==> src/sv/mrr_pkg.sv <==
`default_nettype none
package mrr_pkg;

	localparam int MAX_FRAME_DEF = 256;
	localparam int POS_W = 9;
	localparam int LEN_CMP_W = 10;
	localparam int CFG_IDX_W = 3;

	localparam logic [15:0] CRC_INIT = 16'hFFFF;
	localparam logic [15:0] CRC_POLY = 16'hA001;
	localparam logic [POS_W-1:0] LEN_SINGLE_READ = 9'd7;
	localparam logic [POS_W-1:0] LEN_FIXED = 9'd8;
	localparam logic [POS_W-1:0] LEN_MULTI_BASE = 9'd5;

	localparam logic [7:0] RST_SLAVE_ADDRESS = 8'd1;
	localparam logic [7:0] RST_CODE_SINGLE_READ = 8'd4;
	localparam logic [7:0] RST_CODE_SINGLE_WRITE = 8'd6;
	localparam logic [7:0] RST_CODE_MULTI_READ = 8'd3;
	localparam logic [7:0] RST_CODE_MULTI_WRITE = 8'd16;

	typedef enum logic [CFG_IDX_W-1:0] {
		REG_SLAVE_ADDRESS = 3'd0,
		REG_CODE_SINGLE_READ = 3'd1,
		REG_CODE_SINGLE_WRITE = 3'd2,
		REG_CODE_MULTI_READ = 3'd3,
		REG_CODE_MULTI_WRITE = 3'd4
	} reg_idx_t;

	typedef enum logic [2:0] {
		ST_BUSY = 3'd0,
		ST_OK = 3'd1,
		ST_CRCERR = 3'd2,
		ST_DROP = 3'd3,
		ST_RESYNC = 3'd4,
		ST_OVERFLOW = 3'd5
	} status_t;

	typedef struct packed {
		logic [7:0] slave_address;
		logic [7:0] code_single_read;
		logic [7:0] code_single_write;
		logic [7:0] code_multi_read;
		logic [7:0] code_multi_write;
	} cfg_t;

	typedef struct packed {
		status_t status;
		logic [7:0] byte_position;
		logic [7:0] data_byte;
		logic [7:0] frame_function;
	} result_t;

	function automatic logic [15:0] crc_byte(input logic [15:0] crc_in, input logic [7:0] b);
		logic [15:0] c;
		c = crc_in ^ {8'h00, b};
		for (int k = 0; k < 8; k++) begin
			if (c[0])
				c = (c >> 1) ^ CRC_POLY;
			else
				c = c >> 1;
		end
		return c;
	endfunction

endpackage
`default_nettype wire

==> src/sv/mrr_cfg.sv <==
`default_nettype none
module mrr_cfg (
	input wire logic clk,
	input wire logic arst_n,
	input wire logic cfg_wr_en,
	input wire logic [mrr_pkg::CFG_IDX_W-1:0] cfg_index,
	input wire logic [7:0] cfg_data,
	output mrr_pkg::cfg_t cfg
);
	import mrr_pkg::*;

	cfg_t cfg_q;

	always_ff @(posedge clk or negedge arst_n) begin
		if (!arst_n) begin
			cfg_q.slave_address <= RST_SLAVE_ADDRESS;
			cfg_q.code_single_read <= RST_CODE_SINGLE_READ;
			cfg_q.code_single_write <= RST_CODE_SINGLE_WRITE;
			cfg_q.code_multi_read <= RST_CODE_MULTI_READ;
			cfg_q.code_multi_write <= RST_CODE_MULTI_WRITE;
		end else if (cfg_wr_en) begin
			case (cfg_index)
				REG_SLAVE_ADDRESS: cfg_q.slave_address <= cfg_data;
				REG_CODE_SINGLE_READ: cfg_q.code_single_read <= cfg_data;
				REG_CODE_SINGLE_WRITE: cfg_q.code_single_write <= cfg_data;
				REG_CODE_MULTI_READ: cfg_q.code_multi_read <= cfg_data;
				REG_CODE_MULTI_WRITE: cfg_q.code_multi_write <= cfg_data;
				default: ;
			endcase
		end
	end

	assign cfg = cfg_q;

endmodule
`default_nettype wire

==> src/sv/mrr_frame.sv <==
`default_nettype none
module mrr_frame #(
	parameter int MAX_FRAME = mrr_pkg::MAX_FRAME_DEF
) (
	input wire logic clk,
	input wire logic arst_n,
	input wire mrr_pkg::cfg_t cfg,
	input wire logic beat,
	input wire logic [7:0] rx_byte,
	output mrr_pkg::result_t result
);
	import mrr_pkg::*;

	localparam logic [LEN_CMP_W-1:0] MaxLen = LEN_CMP_W'(MAX_FRAME);

	logic [POS_W-1:0] pos_q;
	logic [7:0] func_q;
	logic [POS_W-1:0] exp_len_q;
	logic [15:0] crc_q;

	logic [POS_W-1:0] pos_d;
	logic [7:0] func_d;
	logic [POS_W-1:0] exp_len_d;
	logic [15:0] crc_d;

	logic is_sr, is_sw, is_mr, is_mw, byte_is_code;
	logic [POS_W-1:0] len;
	logic [LEN_CMP_W-1:0] pos_inc;
	logic [15:0] crc_run, crc_fresh;

	assign byte_is_code = (rx_byte == cfg.code_single_read) || (rx_byte == cfg.code_single_write)
		|| (rx_byte == cfg.code_multi_read) || (rx_byte == cfg.code_multi_write);

	assign is_sr = func_q == cfg.code_single_read;
	assign is_sw = func_q == cfg.code_single_write;
	assign is_mr = func_q == cfg.code_multi_read;
	assign is_mw = func_q == cfg.code_multi_write;

	// first match wins when code registers collide
	always_comb begin
		if (is_sr)
			len = LEN_SINGLE_READ;
		else if (is_sw)
			len = LEN_FIXED;
		else if (is_mr)
			len = LEN_MULTI_BASE + {1'b0, rx_byte};
		else if (is_mw)
			len = LEN_FIXED;
		else
			len = '0;
	end

	assign crc_run = crc_byte(crc_q, rx_byte);
	assign crc_fresh = crc_byte(CRC_INIT, rx_byte);
	assign pos_inc = {1'b0, pos_q} + LEN_CMP_W'(1);

	always_comb begin
		pos_d = pos_q;
		func_d = func_q;
		exp_len_d = exp_len_q;
		crc_d = crc_q;
		result.status = ST_BUSY;
		result.byte_position = pos_q[7:0];
		result.data_byte = rx_byte;
		result.frame_function = '0;

		if (pos_q == POS_W'(0)) begin
			if (rx_byte == cfg.slave_address) begin
				crc_d = crc_fresh;
				pos_d = POS_W'(1);
			end else begin
				result.status = ST_DROP;
			end
		end else if (pos_q == POS_W'(1)) begin
			if (byte_is_code) begin
				func_d = rx_byte;
				result.frame_function = rx_byte;
				crc_d = crc_run;
				pos_d = POS_W'(2);
			end else if (rx_byte == cfg.slave_address) begin
				// take this byte as the address of a new frame
				result.status = ST_RESYNC;
				result.byte_position = '0;
				func_d = '0;
				exp_len_d = '0;
				crc_d = crc_fresh;
				pos_d = POS_W'(1);
			end else begin
				result.status = ST_DROP;
				pos_d = '0;
				func_d = '0;
				exp_len_d = '0;
				crc_d = CRC_INIT;
			end
		end else if (pos_q == POS_W'(2)) begin
			if (len == '0) begin
				result.status = ST_DROP;
				pos_d = '0;
				func_d = '0;
				exp_len_d = '0;
				crc_d = CRC_INIT;
			end else if ({1'b0, len} > MaxLen) begin
				result.status = ST_OVERFLOW;
				pos_d = '0;
				func_d = '0;
				exp_len_d = '0;
				crc_d = CRC_INIT;
			end else begin
				result.frame_function = func_q;
				exp_len_d = len;
				crc_d = crc_run;
				pos_d = POS_W'(3);
			end
		end else begin
			result.frame_function = func_q;
			if (pos_inc >= {1'b0, exp_len_q}) begin
				result.status = (crc_run == 16'h0000) ? ST_OK : ST_CRCERR;
				pos_d = '0;
				func_d = '0;
				exp_len_d = '0;
				crc_d = CRC_INIT;
			end else begin
				crc_d = crc_run;
				pos_d = pos_inc[POS_W-1:0];
			end
		end
	end

	always_ff @(posedge clk or negedge arst_n) begin
		if (!arst_n) begin
			pos_q <= '0;
			func_q <= '0;
			exp_len_q <= '0;
			crc_q <= CRC_INIT;
		end else if (beat) begin
			pos_q <= pos_d;
			func_q <= func_d;
			exp_len_q <= exp_len_d;
			crc_q <= crc_d;
		end
	end

endmodule
`default_nettype wire

==> src/sv/mrr_skid.sv <==
`default_nettype none
module mrr_skid (
	input wire logic clk,
	input wire logic arst_n,
	input wire logic in_valid,
	output logic in_ready,
	input wire mrr_pkg::result_t in_data,
	output logic out_valid,
	input wire logic out_ready,
	output mrr_pkg::result_t out_data
);
	import mrr_pkg::*;

	logic out_valid_q, skid_valid_q;
	result_t out_q, skid_q;
	logic take, beat;

	assign in_ready = !skid_valid_q;
	assign beat = in_valid && in_ready;
	assign take = out_valid_q && out_ready;

	always_ff @(posedge clk or negedge arst_n) begin
		if (!arst_n) begin
			out_valid_q <= 1'b0;
			skid_valid_q <= 1'b0;
		end else if (skid_valid_q) begin
			if (take)
				skid_valid_q <= 1'b0;
		end else if (beat) begin
			if (!out_valid_q || take)
				out_valid_q <= 1'b1;
			else
				skid_valid_q <= 1'b1;
		end else if (take) begin
			out_valid_q <= 1'b0;
		end
	end

	always_ff @(posedge clk) begin
		if (skid_valid_q) begin
			if (take)
				out_q <= skid_q;
		end else if (beat) begin
			if (!out_valid_q || take)
				out_q <= in_data;
			else
				skid_q <= in_data;
		end
	end

	assign out_valid = out_valid_q;
	assign out_data = out_q;

endmodule
`default_nettype wire

==> src/sv/modbus_rtu_response_receiver.sv <==
// Each byte's result is registered in the output buffer before it shows at out_valid.
// One byte per cycle while in_ready is high; CRC and position steps are combinational.
// A two-entry output buffer keeps in_ready high while one result waits downstream.
// Reset: frame state clears (position 0, CRC 0xFFFF), code registers take their defaults,
// and the output buffer empties.
`default_nettype none
module modbus_rtu_response_receiver #(
	parameter int MAX_FRAME = mrr_pkg::MAX_FRAME_DEF
) (
	input wire logic clk,
	input wire logic arst_n,
	input wire logic in_valid,
	output logic in_ready,
	input wire logic [7:0] rx_byte,
	output logic out_valid,
	input wire logic out_ready,
	output logic [2:0] status,
	output logic [7:0] byte_position,
	output logic [7:0] data_byte,
	output logic [7:0] frame_function,
	input wire logic cfg_wr_en,
	input wire logic [mrr_pkg::CFG_IDX_W-1:0] cfg_index,
	input wire logic [7:0] cfg_data
);
	import mrr_pkg::*;

	cfg_t cfg;
	result_t res_next, res_out;
	logic ready;

	mrr_cfg u_cfg (
		.clk(clk),
		.arst_n(arst_n),
		.cfg_wr_en(cfg_wr_en),
		.cfg_index(cfg_index),
		.cfg_data(cfg_data),
		.cfg(cfg)
	);

	mrr_frame #(
		.MAX_FRAME(MAX_FRAME)
	) u_frame (
		.clk(clk),
		.arst_n(arst_n),
		.cfg(cfg),
		.beat(in_valid && ready),
		.rx_byte(rx_byte),
		.result(res_next)
	);

	mrr_skid u_skid (
		.clk(clk),
		.arst_n(arst_n),
		.in_valid(in_valid),
		.in_ready(ready),
		.in_data(res_next),
		.out_valid(out_valid),
		.out_ready(out_ready),
		.out_data(res_out)
	);

	assign in_ready = ready;
	assign status = res_out.status;
	assign byte_position = res_out.byte_position;
	assign data_byte = res_out.data_byte;
	assign frame_function = res_out.frame_function;

endmodule
`default_nettype wire

==> config.mk <==
export PLATFORM = sky130hd
export DESIGN_NAME = modbus_rtu_response_receiver
export DESIGN_NICKNAME = d
export VERILOG_FILES = /design/src/sv/mrr_pkg.sv /design/src/sv/mrr_cfg.sv /design/src/sv/mrr_frame.sv /design/src/sv/mrr_skid.sv /design/src/sv/modbus_rtu_response_receiver.sv
export SDC_FILE = /design/constraint.sdc
export NUM_CORES = 1
export LEC_CHECK = 0
export ABC_AREA = 1
export BUFFER_PORTS_ARGS = -buffer_cell sky130_fd_sc_hd__buf_4
export CORE_AREA = 5 5 143 145
export DETAILED_ROUTE_END_ITERATION = 6
export DIE_AREA = 0 0 148 150
export SETUP_SLACK_MARGIN = 0.4
export SYNTH_ARGS = -nofsm -noshare
export SYNTH_HDL_FRONTEND = slang
export SYNTH_SLANG_ARGS = --single-unit
==> constraint.sdc <==
create_clock -name clk -period 5.2 [get_ports clk]
set_input_delay 1.04 -clock clk [delete_from_list [all_inputs] [get_ports clk]]
set_output_delay 1.04 -clock clk [all_outputs]
set_load 0.01 [all_outputs]
==> reports/metrics.json, run 1 <==
{
  "clock_tree": {
    "cts_hold_buf": 0,
    "cts.sinks": 138,
    "post-cts-setup-buffer-count": 0,
    "ctsRootBufferMaster": "clkbuf_16",
    "cts_tree": "done",
    "htreeDepth": 4,
    "post_cts_gate_resize_count": 0,
    "ctsLongestPathBuffers": 2,
    "worstSkewPairLatency_ns": 0.42,
    "cts.clk_slew.worst_paths_ns": 0.06,
    "numCtsBuffers": 17
  },
  "logic_synthesis": {
    "synth_most_common_cell": "nand2_1",
    "synth.distinct_cells": 44,
    "post_synth_main_area_contributors": "edfxtp_1, dfrtp_1, nand2_1",
    "netlist.area_leader.share": 0.195,
    "synth-seq-cells": 138,
    "synth.cell_area_sq_um": 8320,
    "synth_enable_flop_cells": 54,
    "yosys-top-cells-count": "nand2_1, inv_1, o21ai_0, nor2_1, dfrtp_1",
    "synthesis.instances": 1049,
    "synth.yosys.seq_area_share": 0.451,
    "synthesis.area_per_instance_sq_um": 7.94,
    "largest_area_contributor_in_the_synthesized_netlist": "edfxtp_1",
    "syn-num-nets": 1099,
    "yosysWarnings": 0,
    "asyncSetResetFlopFracSynth": 0.609,
    "synth_flop_cell": "dfrtp_1"
  },
  "setup_path": {
    "r2r_worst_path_depth": 21,
    "r2r-start": "u_frame.func_q[0]$_DFFE_PN0P_",
    "critical-path-max-stage-delay_ns": 0.33,
    "timing.critical_path.fanout_max": 12,
    "worst-endpoint-arrival_ns": 3.70,
    "cpMostUsedCell": "nand2_1",
    "reg2reg_setup_slack_ns": 2.02,
    "worst_ep_required_ns": 5.49,
    "r2r_end": "u_frame.crc_q[13]$_DFFE_PN1P_",
    "cp-start-kind": "input port",
    "endpoint_kind": "register",
    "critical-path-slowest-cell": "ha_1",
    "critical_path_cell_by_cell": "buf_4 > inv_6 > nor2_1 > nor2_1 > xor2_1 > nand2_1 > nand3_1 > nand2_1 > ha_1 > xnor2_1 > nand4_1 > nor2_1 > nand3_1 > nor2_1 > nand2_1 > nand2_1 > nand2_1 > nand2_1 > nand3_1 > nand2_1",
    "criticalPathCategory": "input port to register"
  },
  "power_and_ir_drop": {
    "powerDensity_nw_per_um2": 539,
    "cellLeakagePower_nw": 4.39,
    "max-vdd-ir-drop_mv": 0.252
  },
  "run_status": {
    "run_status": "finished clean"
  },
  "global_route": {
    "grt_antenna_before_repair": 0,
    "gr_util_all_layers": 0.200,
    "wire_length_of_the_first_global_routing_pass_um": 34400,
    "grt_start_max_net_pins": 48,
    "number_of_global_route_vias_before_repair": 6235,
    "grt.overflow.total": 0
  },
  "floorplanning": {
    "design.portCount": 53,
    "dieWidth_um": 148,
    "design.die.area_sq_um": 22200,
    "die_h_um": 150,
    "std_cell_rows": 51,
    "core_area_sq_um": 19100,
    "start_util": 0.436
  },
  "detailed_routing": {
    "drtPass1Iterations": 5,
    "drc_marker_count_from_the_first_detailed_route_iteration": 537,
    "route.antenna.remaining_nets": 0,
    "viasPerCell": 5.08,
    "detail_route.drc_violations": 0,
    "avgRoutedWirePerCell_um": 16.2,
    "detailroute.via_count": 6782,
    "totalWireLength_um": 21600
  },
  "hold_path": {
    "min-delay-path-class": "register to register",
    "worstHoldStart": "u_frame.pos_q[4]$_DFFE_PN0P_",
    "cells_on_worst_hold_path": 0,
    "holdPathEnd": "u_skid.skid_q[20]$_DFFE_PP_"
  },
  "timing": {
    "finalSetupViolations": 0,
    "timing.setup.tns_ns": 0,
    "clock.fmax_ghz": 0.293,
    "period_needed_ns": 3.41,
    "max_slew_margin": 0.594,
    "finalCritPeriodShare": 0.656,
    "tightestPinTransition_ns": 0.607,
    "rsz0062_at_grt": "no",
    "hold_viol_final": 0,
    "skew_ns": 0.0119,
    "report.final.slew_viol_count": 0
  },
  "place": {
    "detailed_place_hpwl_um": 16000,
    "place_congestion": 0.961,
    "port-buffer-count": 52
  },
  "cells_and_area": {
    "n_antenna_cell": 0,
    "layout.nets": 1135,
    "area_growth_pct": 13.5,
    "utilization": 0.495,
    "final.fill_count": 1858,
    "final_layout_size_suffix_gt1_frac": 0.165
  },
  "job": {
    "cap_violations": 0
  }
}
[cell families (layout without fill, tap and decap cells)]
logic type	count (synthesis)	count (layout)	synth area share
simple gates	505	505	0.262
fa+ha+maj	26	26	0.0391
buf+inv	171	220	0.0866
flops	138	138	0.451
compound gates	150	150	0.0989
xor+xnor	59	59	0.0630
[metal layers]
| layer | wire (um) | vias to the layer above | global-route usage | share of wire |
|---|---|---|---|---|
| met2 | 9220 | 196 | 0.290 | 0.43 |
| met5 | 0 | - | 0 | 0 |
| met1 | 10900 | 3118 | 0.305 | 0.50 |
| met3 | 1170 | 26 | 0.0309 | 0.054 |
| met4 | 329 | 0 | 0.0628 | 0.015 |
| li1 | - | 3442 | - | - |
[final cells by class]
class,count,area [sq um],share of cell area
multi-input cells,740,3860,0.408
clock buffers,21,469,0.0496
repair buffers,58,435,0.0461
inverters,130,503,0.0532
clock inverters,11,134,0.0142
well taps,238,298,0.0315
flip-flops and latches,138,3750,0.397
[flip-flops by register name, indices dropped and copies added, names as in the netlist]
signal / cells
u_skid.out_valid: 1
u_frame.crc_q: 16
u_cfg.cfg: 40
u_skid.out_data: 27
u_skid.skid_q: 27
u_frame.func_q: 8
u_frame.pos_q: 9
u_skid.skid_valid_q: 1
u_frame.exp_len_q: 9
[worst max path at each step]
stage                     from                       endpoint  cells past startpoint
floorplan           rx_byte[4]    u_skid.skid_q[24]$_DFFE_PP_                     18
global placement    rx_byte[4]  u_skid.out_data[24]$_DFFE_PP_                     20
detailed placement  rx_byte[6]  u_skid.out_data[24]$_DFFE_PP_                     21
CTS                 rx_byte[4]  u_skid.out_data[24]$_DFFE_PP_                     20
global route        rx_byte[6]    u_skid.skid_q[24]$_DFFE_PP_                     19
finish              rx_byte[4]  u_skid.out_data[24]$_DFFE_PP_                     20
[through the flow]
stage               power, mW  setup slack (ns)  instances  cell area (sq um)  hold WS [ns]
detailed placement       3.86              1.42       1304               8850         0.461
global route             5.48              1.47       1336               9450         0.496
CTS                      5.12              1.84       1336               9450         0.475
global placement         3.86              1.50       1304               8850         0.453
floorplan                3.21              1.93       1049               8320         0.451
finish                   5.09              1.79       1336               9450         0.474
[cells in the final DEF (no fill, tap or decap), types with 18 or more instances in the layout]
cell | synthesis | final
ha_1 | 26 | 26
clkbuf_16 | 0 | 18
nor2_1 | 62 | 59
a21oi_1 | 32 | 32
xor2_1 | 25 | 25
nand3_1 | 58 | 58
or2_2 | 20 | 20
xnor2_1 | 33 | 33
inv_1 | 112 | 112
buf_4 | 7 | 58
nand2_1 | 326 | 326
dfstp_2 | 23 | 23
o21ai_0 | 86 | 86
dfrtp_1 | 61 | 61
edfxtp_1 | 54 | 54
[report_power, final]
| part | switching [mW] | internal [mW] |
|---|---|---|
| logic | 1.43 | 0.722 |
| clock network | 0.490 | 0.755 |
| registers | 0.197 | 1.50 |
[critical path, delay by kind of cell]
family,cells,cell delay (ns)
XOR/XNOR,2,0.50
buffers and inverters,2,0.26
adder cells (fa/ha/maj),1,0.33
AND/OR/NAND/NOR,15,1.55
Power figures use the tool's default switching activity.
==> run 2: changes to the inputs <==
Clock period 5.2 ns to 3.5 ns, I/O delays scaled along.
==> run 2 against run 1 <==
Against the previous run: count of clock-buffer cells in the layout decreased by 2; combinational power increased by 60%; final cell count increased by 1.0%; highest routed layer unchanged.
==> reports/metrics.json, run 2 (synthesized netlist as in run 1, its figures left out) <==
{
  "run_status": {
    "run_status": "finished clean"
  },
  "clock_tree": {
    "cts_hold_buf": 0,
    "ctsRootBufferMaster": "clkbuf_16",
    "htreeDepth": 4,
    "cts_tree": "done",
    "cts.clk_slew.worst_paths_ns": 0.06,
    "ctsLongestPathBuffers": 2,
    "worstSkewPairLatency_ns": 0.42,
    "numCtsBuffers": 17,
    "cts.sinks": 138
  },
  "global_route": {
    "gr_util_all_layers": 0.201,
    "grt.overflow.total": 0,
    "wire_length_of_the_first_global_routing_pass_um": 34700,
    "grt_start_max_net_pins": 82,
    "grt_antenna_before_repair": 0,
    "number_of_global_route_vias_before_repair": 6236
  },
  "power_and_ir_drop": {
    "max-vdd-ir-drop_mv": 0.398,
    "cellLeakagePower_nw": 4.41,
    "power.clock.fraction": 0.222,
    "power_share_of_the_combinational_group": 0.447,
    "powerDensity_nw_per_um2": 798,
    "seq_power_share": 0.330,
    "sw_frac_of_total": 0.420,
    "intPower_mw": 4.45,
    "net-switching-power_mw": 3.22
  },
  "detailed_routing": {
    "route.antenna.remaining_nets": 0,
    "avgRoutedWirePerCell_um": 16.1,
    "detail_route.drc_violations": 0,
    "drtPass1Iterations": 5,
    "drc_marker_count_from_the_first_detailed_route_iteration": 623,
    "viasPerCell": 5.05,
    "totalWireLength_um": 21700,
    "detailroute.via_count": 6823
  },
  "floorplanning": {
    "core_area_sq_um": 19100,
    "design.die.area_sq_um": 22200,
    "std_cell_rows": 51,
    "start_util": 0.436,
    "design.portCount": 53,
    "die_h_um": 150,
    "dieWidth_um": 148
  },
  "cells_and_area": {
    "final_layout_size_suffix_gt1_frac": 0.192,
    "largest_register_ffs": 40,
    "n_antenna_cell": 0,
    "area_growth_pct": 15.5,
    "multi_input_area_sq_um": 3950,
    "layout_commonest_cell": "nand2_1",
    "area.sequential_sq_um": 3760,
    "mostFrequentLayoutCells": "nand2_1, inv_1, o21ai_0",
    "layout.nets": 1149,
    "final.fill_count": 1815,
    "post-route-cell-area_sq_um": 9610
  },
  "timing": {
    "report.final.slew_viol_count": 0,
    "period_needed_ns": 2.88,
    "skew_ns": 0.0118,
    "finalSetupViolations": 0,
    "hold_viol_final": 0,
    "clock.fmax_ghz": 0.347,
    "holdWs_ns": 0.460,
    "finalCritPeriodShare": 0.822,
    "max_slew_margin": 0.291,
    "timing.setup.tns_ns": 0,
    "tightestPinTransition_ns": 1.06,
    "post-route-worst-setup-slack_ns": 0.622,
    "rsz0062_at_grt": "yes"
  },
  "place": {
    "place_congestion": 0.980,
    "placed_area_sq_um": 8890,
    "detailed_place_hpwl_um": 16000,
    "port-buffer-count": 52,
    "dpl_worst_slack_ns": 0.165
  },
  "job": {
    "cap_violations": 0
  },
  "hold_path": {
    "min-delay-path-class": "input port to async pin"
  },
  "setup_path": {
    "endpoint_kind": "register",
    "criticalPathCategory": "register to register",
    "timing.critical_path.fanout_max": 7,
    "cp-start-kind": "register",
    "worst-endpoint-arrival_ns": 3.23,
    "worst_ep_required_ns": 3.85
  }
}
==> run 2: final cells by class <==
cell class                      count  area share
Multi-Input combinational cell    740       0.411
Sequential cell                   138       0.391
Timing Repair Buffer               71      0.0568
Inverter                          130      0.0527
Clock buffer                       19      0.0450
Tap cell                          238      0.0310
Clock inverter                     13      0.0124
Timing Repair inverter              1    0.000521
==> run 2: layer usage <==
metal | part of all wire | track usage | wire (um)
met5 | 0 | 0 | 0
met4 | 0.012 | 0.0522 | 269
met3 | 0.052 | 0.0388 | 1120
met2 | 0.43 | 0.296 | 9430
met1 | 0.50 | 0.304 | 10900
==> run 2: what timing repair did <==
action	4_1_cts	5_1_grt
hold endpoints to repair	0	0
resized for setup	2	26
setup endpoints to repair	12	52
cloned	0	1
setup buffers	0	7
pin swaps	0	6
==> run 2: path summary, 6_finish.rpt <==
path / from / cells after the start / endpoint / slack [ns]
hold reg to reg: u_frame.crc_q[7]$_DFFE_PN1P_ / 2 / u_frame.crc_q[7]$_DFFE_PN1P_ / 0.48
setup / recovery: u_frame.func_q[0]$_DFFE_PN0P_ / 20 / u_frame.crc_q[8]$_DFFE_PN1P_ / 0.62
min in group clk: u_frame.crc_q[7]$_DFFE_PN1P_ / 2 / u_frame.crc_q[7]$_DFFE_PN1P_ / 0.48
setup reg to reg: u_frame.func_q[0]$_DFFE_PN0P_ / 20 / u_frame.crc_q[8]$_DFFE_PN1P_ / 0.62
max in group asynchronous: arst_n / 2 / u_frame.crc_q[15]$_DFFE_PN1P_ / 2.26
hold / removal: arst_n / 1 / u_cfg.cfg[35]$_DFFE_PN0P_ / 0.46
==> run 2: worst max-delay path, stage by stage, from the launching register on <==
cell	delay [ns]
dfrtp_1	0.40
inv_2	0.10
or2_2	0.28
nand3_1	0.11
nor2_1	0.05
and3_1	0.19
nor2_4	0.15
nand2_1	0.10
inv_1	0.11
o21ai_0	0.12
nand2_1	0.08
nor2_1	0.05
ha_1	0.19
nor2_2	0.17
nand2_2	0.12
nand2_4	0.12
inv_2	0.09
o21ai_0	0.15
nand2_1	0.07
nand2_1	0.10
nand2_1	0.07
==> run 2: per-stage QoR <==
stage	power [mW]	cells	utilization
floorplan	4.77	1049	-
finish	7.67	1350	0.504
detailed placement	5.78	1310	0.466
global route	8.23	1350	0.504
CTS	7.51	1342	0.495
global placement	5.76	1310	0.466
==> run 2: power by group through the flow <==
stage,sequential (mW),combinational [mW],clock [mW]
after detailed placement,2.55,3.24,0
after global routing,2.57,3.84,1.81
after global placement,2.54,3.21,0
after floorplan,2.53,2.24,0
final,2.53,3.43,1.70
after CTS,2.52,3.26,1.73
==> run 3: changes to the inputs <==
Settings changed: ABC_AREA 1 to 0, CORE_AREA 5 5 143 145 to 5 5 139 141, DIE_AREA 0 0 148 150 to 0 0 144 146.
Clock period 3.5 ns to 2.7 ns, I/O delays scaled along.
==> run 3 against run 2 <==
Against the previous run: the run now ends with setup timing left; global-route usage grew 1.5 points; flip-flop and latch count stayed put; register-to-register slack lost 1.2 ns; worst setup slack got worse by 1.2 ns; final area grew 16%; first-iteration DRC count fell by 18%; maximum frequency is 13% lower; count of clock-buffer cells in the layout fell by 1; critical path type unchanged; largest cell class unchanged.
==> reports/metrics.json, run 3 <==
{
  "job": {
    "cap_violations": 0
  },
  "floorplanning": {
    "start_util": 0.441,
    "std_cell_rows": 49,
    "core_area_sq_um": 17800,
    "dieWidth_um": 144,
    "die_h_um": 146,
    "design.portCount": 53,
    "design.die.area_sq_um": 21000
  },
  "power_and_ir_drop": {
    "powerDensity_nw_per_um2": 1080,
    "max-vdd-ir-drop_mv": 0.716,
    "cellLeakagePower_nw": 4.58,
    "total_power_mw": 12.0
  },
  "detailed_routing": {
    "totalWireLength_um": 22400,
    "drc_marker_count_from_the_first_detailed_route_iteration": 511,
    "drtPass1Iterations": 5,
    "avgRoutedWirePerCell_um": 19.7,
    "route.antenna.remaining_nets": 0,
    "detail_route.drc_violations": 0,
    "detailroute.via_count": 6132,
    "viasPerCell": 5.40
  },
  "logic_synthesis": {
    "synth_most_common_cell": "dfrtp_1",
    "synthesis.area_per_instance_sq_um": 11.3,
    "synth_enable_flop_cells": 54,
    "asyncSetResetFlopFracSynth": 0.609,
    "post_synth_main_area_contributors": "edfxtp_1, dfrtp_1, mux2_2",
    "synth.cell_area_sq_um": 7860,
    "yosys-top-cells-count": "dfrtp_1, xnor2_1, mux2_2, edfxtp_1, xor2_1",
    "synth.yosys.seq_area_share": 0.477,
    "yosysWarnings": 0,
    "synth-seq-cells": 138,
    "synth_flop_cell": "dfrtp_1",
    "netlist.area_leader.share": 0.206,
    "synthesis.instances": 693,
    "largest_area_contributor_in_the_synthesized_netlist": "edfxtp_1",
    "syn-num-nets": 743,
    "synth.distinct_cells": 66
  },
  "setup_path": {
    "critical-path-slowest-cell": "dfstp_2",
    "worst-endpoint-arrival_ns": 3.47,
    "cp-start-kind": "register",
    "worst_ep_required_ns": 2.87,
    "cpMostUsedCell": "xnor2_1",
    "critical_path_cell_by_cell": "xnor2_4 > xnor2_2 > xnor2_1 > xnor2_1 > inv_1 > ha_4 > or4b_4 > or4_4 > nor4_4 > o31ai_2 > mux2_4",
    "criticalPathCategory": "register to register",
    "critical-path-max-stage-delay_ns": 0.63,
    "critical-path-top-delay-family": "simple AND/OR/NAND/NOR gates",
    "timing.critical_path.fanout_max": 2,
    "crit_buf_inv": 1,
    "endpoint_kind": "register"
  },
  "timing": {
    "finalSetupViolations": 55,
    "holdWs_ns": 0.193,
    "report.final.slew_viol_count": 0,
    "max_slew_margin": 0.486,
    "timing.setup.tns_ns": -8.17,
    "hold_viol_final": 0,
    "finalCritPeriodShare": 1.22,
    "clock.fmax_ghz": 0.303,
    "post-route-worst-setup-slack_ns": -0.602,
    "period_needed_ns": 3.30,
    "skew_ns": 0.0100,
    "tightestPinTransition_ns": 0.772,
    "rsz0062_at_grt": "yes"
  },
  "global_route": {
    "grt_antenna_before_repair": 0,
    "globalRoute.busiestLayer": "met2",
    "wire_length_of_the_first_global_routing_pass_um": 35100,
    "global_routing_met1_resource_utilization": 0.307,
    "gr_util_all_layers": 0.216,
    "grt_use_met2": 0.328,
    "number_of_global_route_vias_before_repair": 6377,
    "grt.overflow.total": 0,
    "met3_track_usage_gr": 0.0440,
    "grt_start_max_net_pins": 57
  },
  "run_status": {
    "run_status": "complete, but fails checks",
    "violations_in_the_final_reports": "setup timing"
  },
  "place": {
    "port-buffer-count": 52,
    "placed_area_sq_um": 9850,
    "detailed_place_hpwl_um": 16400,
    "place_congestion": 0.915,
    "dpl_worst_slack_ns": -0.822
  },
  "clock_tree": {
    "ctsLongestPathBuffers": 2,
    "cts_tree": "done",
    "cts.sinks": 138,
    "ctsRootBufferMaster": "clkbuf_16",
    "htreeDepth": 4,
    "cts.clk_slew.worst_paths_ns": 0.06,
    "worstSkewPairLatency_ns": 0.43,
    "numCtsBuffers": 17
  },
  "cells_and_area": {
    "area.sequential_sq_um": 3760,
    "multi_input_area_sq_um": 4510,
    "final_layout_size_suffix_gt1_frac": 0.511,
    "final.fill_count": 1368,
    "n_antenna_cell": 0,
    "post-route-cell-area_sq_um": 11100,
    "area_growth_pct": 41.5,
    "layout_commonest_cell": "buf_4",
    "mostFrequentLayoutCells": "buf_4, edfxtp_1, mux2_2",
    "largest_register_ffs": 40,
    "layout.nets": 943
  },
  "hold_path": {
    "min-delay-path-class": "input port to async pin"
  }
}
run 3: changes by cell type after synthesis, moves of 20 or more:
| cell | before | now |
|---|---|---|
| inv_1 | 112 | 28 |
| mux2_2 | 0 | 56 |
| nand2_1 | 326 | 36 |
| nand3_1 | 58 | 14 |
| nor2_1 | 62 | 27 |
| o21ai_0 | 86 | 14 |
| or2_2 | 20 | 0 |
| xnor2_1 | 33 | 60 |
| xor2_1 | 25 | 51 |
run 3: final cells by class:
cell class / instances / share of cell area
clock buffers: 18 / 0.0386
clock inverters: 14 / 0.0144
inverters: 28 / 0.0101
multi-input cells: 480 / 0.405
flip-flops and latches: 138 / 0.338
well taps: 229 / 0.0258
repair buffers: 228 / 0.168
run 3: worst paths after layout:
kind                                              start                            end  depth (start not counted)  slack (ns)
max                        u_frame.crc_q[6]$_DFFE_PN1P_  u_skid.out_data[25]$_DFFE_PP_                         11       -0.60
min                                              arst_n      u_cfg.cfg[14]$_DFFE_PN0P_                          1        0.19
max reg2reg                u_frame.crc_q[6]$_DFFE_PN1P_  u_skid.out_data[25]$_DFFE_PP_                         11       -0.60
min reg2reg                 u_skid.skid_q[17]$_DFFE_PP_  u_skid.out_data[17]$_DFFE_PP_                          2        0.52
max in group asynchronous                        arst_n  u_frame.crc_q[14]$_DFFE_PN1P_                          2        1.85
min in group clk                              out_ready  u_skid.skid_valid_q$_DFF_PN0_                          2        0.29
run 3: cell families (layout without fill, tap and decap cells):
logic type | count (synthesis) | count (layout) | synth area share
AOI/OAI and AO/OA | 124 | 124 | 0.106
xor gates and xnor gates | 113 | 113 | 0.130
adders and majority gates | 26 | 26 | 0.0414
buffers and inverters | 75 | 288 | 0.0452
DFF | 138 | 138 | 0.477
muxes | 65 | 65 | 0.0923
and+or+nand+nor | 152 | 152 | 0.108
run 3: metrics by stage:
stage          utilization  std cells
2_1_floorplan            -        693
3_3_place_gp         0.552       1078
3_5_place_dp         0.552       1078
4_1_cts              0.614       1126
5_1_grt              0.624       1135
6_report             0.624       1135
run 3: worst reg2reg max path, stage by stage, from the launching register on:
cell and delay, ns:
dfstp_2 0.63, xnor2_4 0.16, xnor2_2 0.15, xnor2_1 0.16
xnor2_1 0.11, inv_1 0.10, ha_4 0.13, or4b_4 0.43
or4_4 0.44, nor4_4 0.32, o31ai_2 0.15, mux2_4 0.27
run 3: per-layer routing:
metal / part of all wire / wire (um) / vias up
met5: 0 / 0 / -
met4: 0.019 / 431 / 0
met3: 0.057 / 1270 / 32
met2: 0.46 / 10400 / 169
met1: 0.46 / 10300 / 3033
li1: - / - / 2898
run 3: repair_timing:
item / CTS / global route
hold buffers: 0 / 0
gates resized for setup: 84 / 24
pin swaps: 28 / 22
setup buffers: 16 / 9
setup endpoints to repair: 65 / 68
cloned: 0 / 0
run 3: report_power, final:
part	internal, mW	switching (mW)	leakage [nW]
combinational	3.25	3.18	2.78
clock	1.38	0.980	0.282
sequential	2.88	0.362	1.52
total	7.51	4.52	4.58
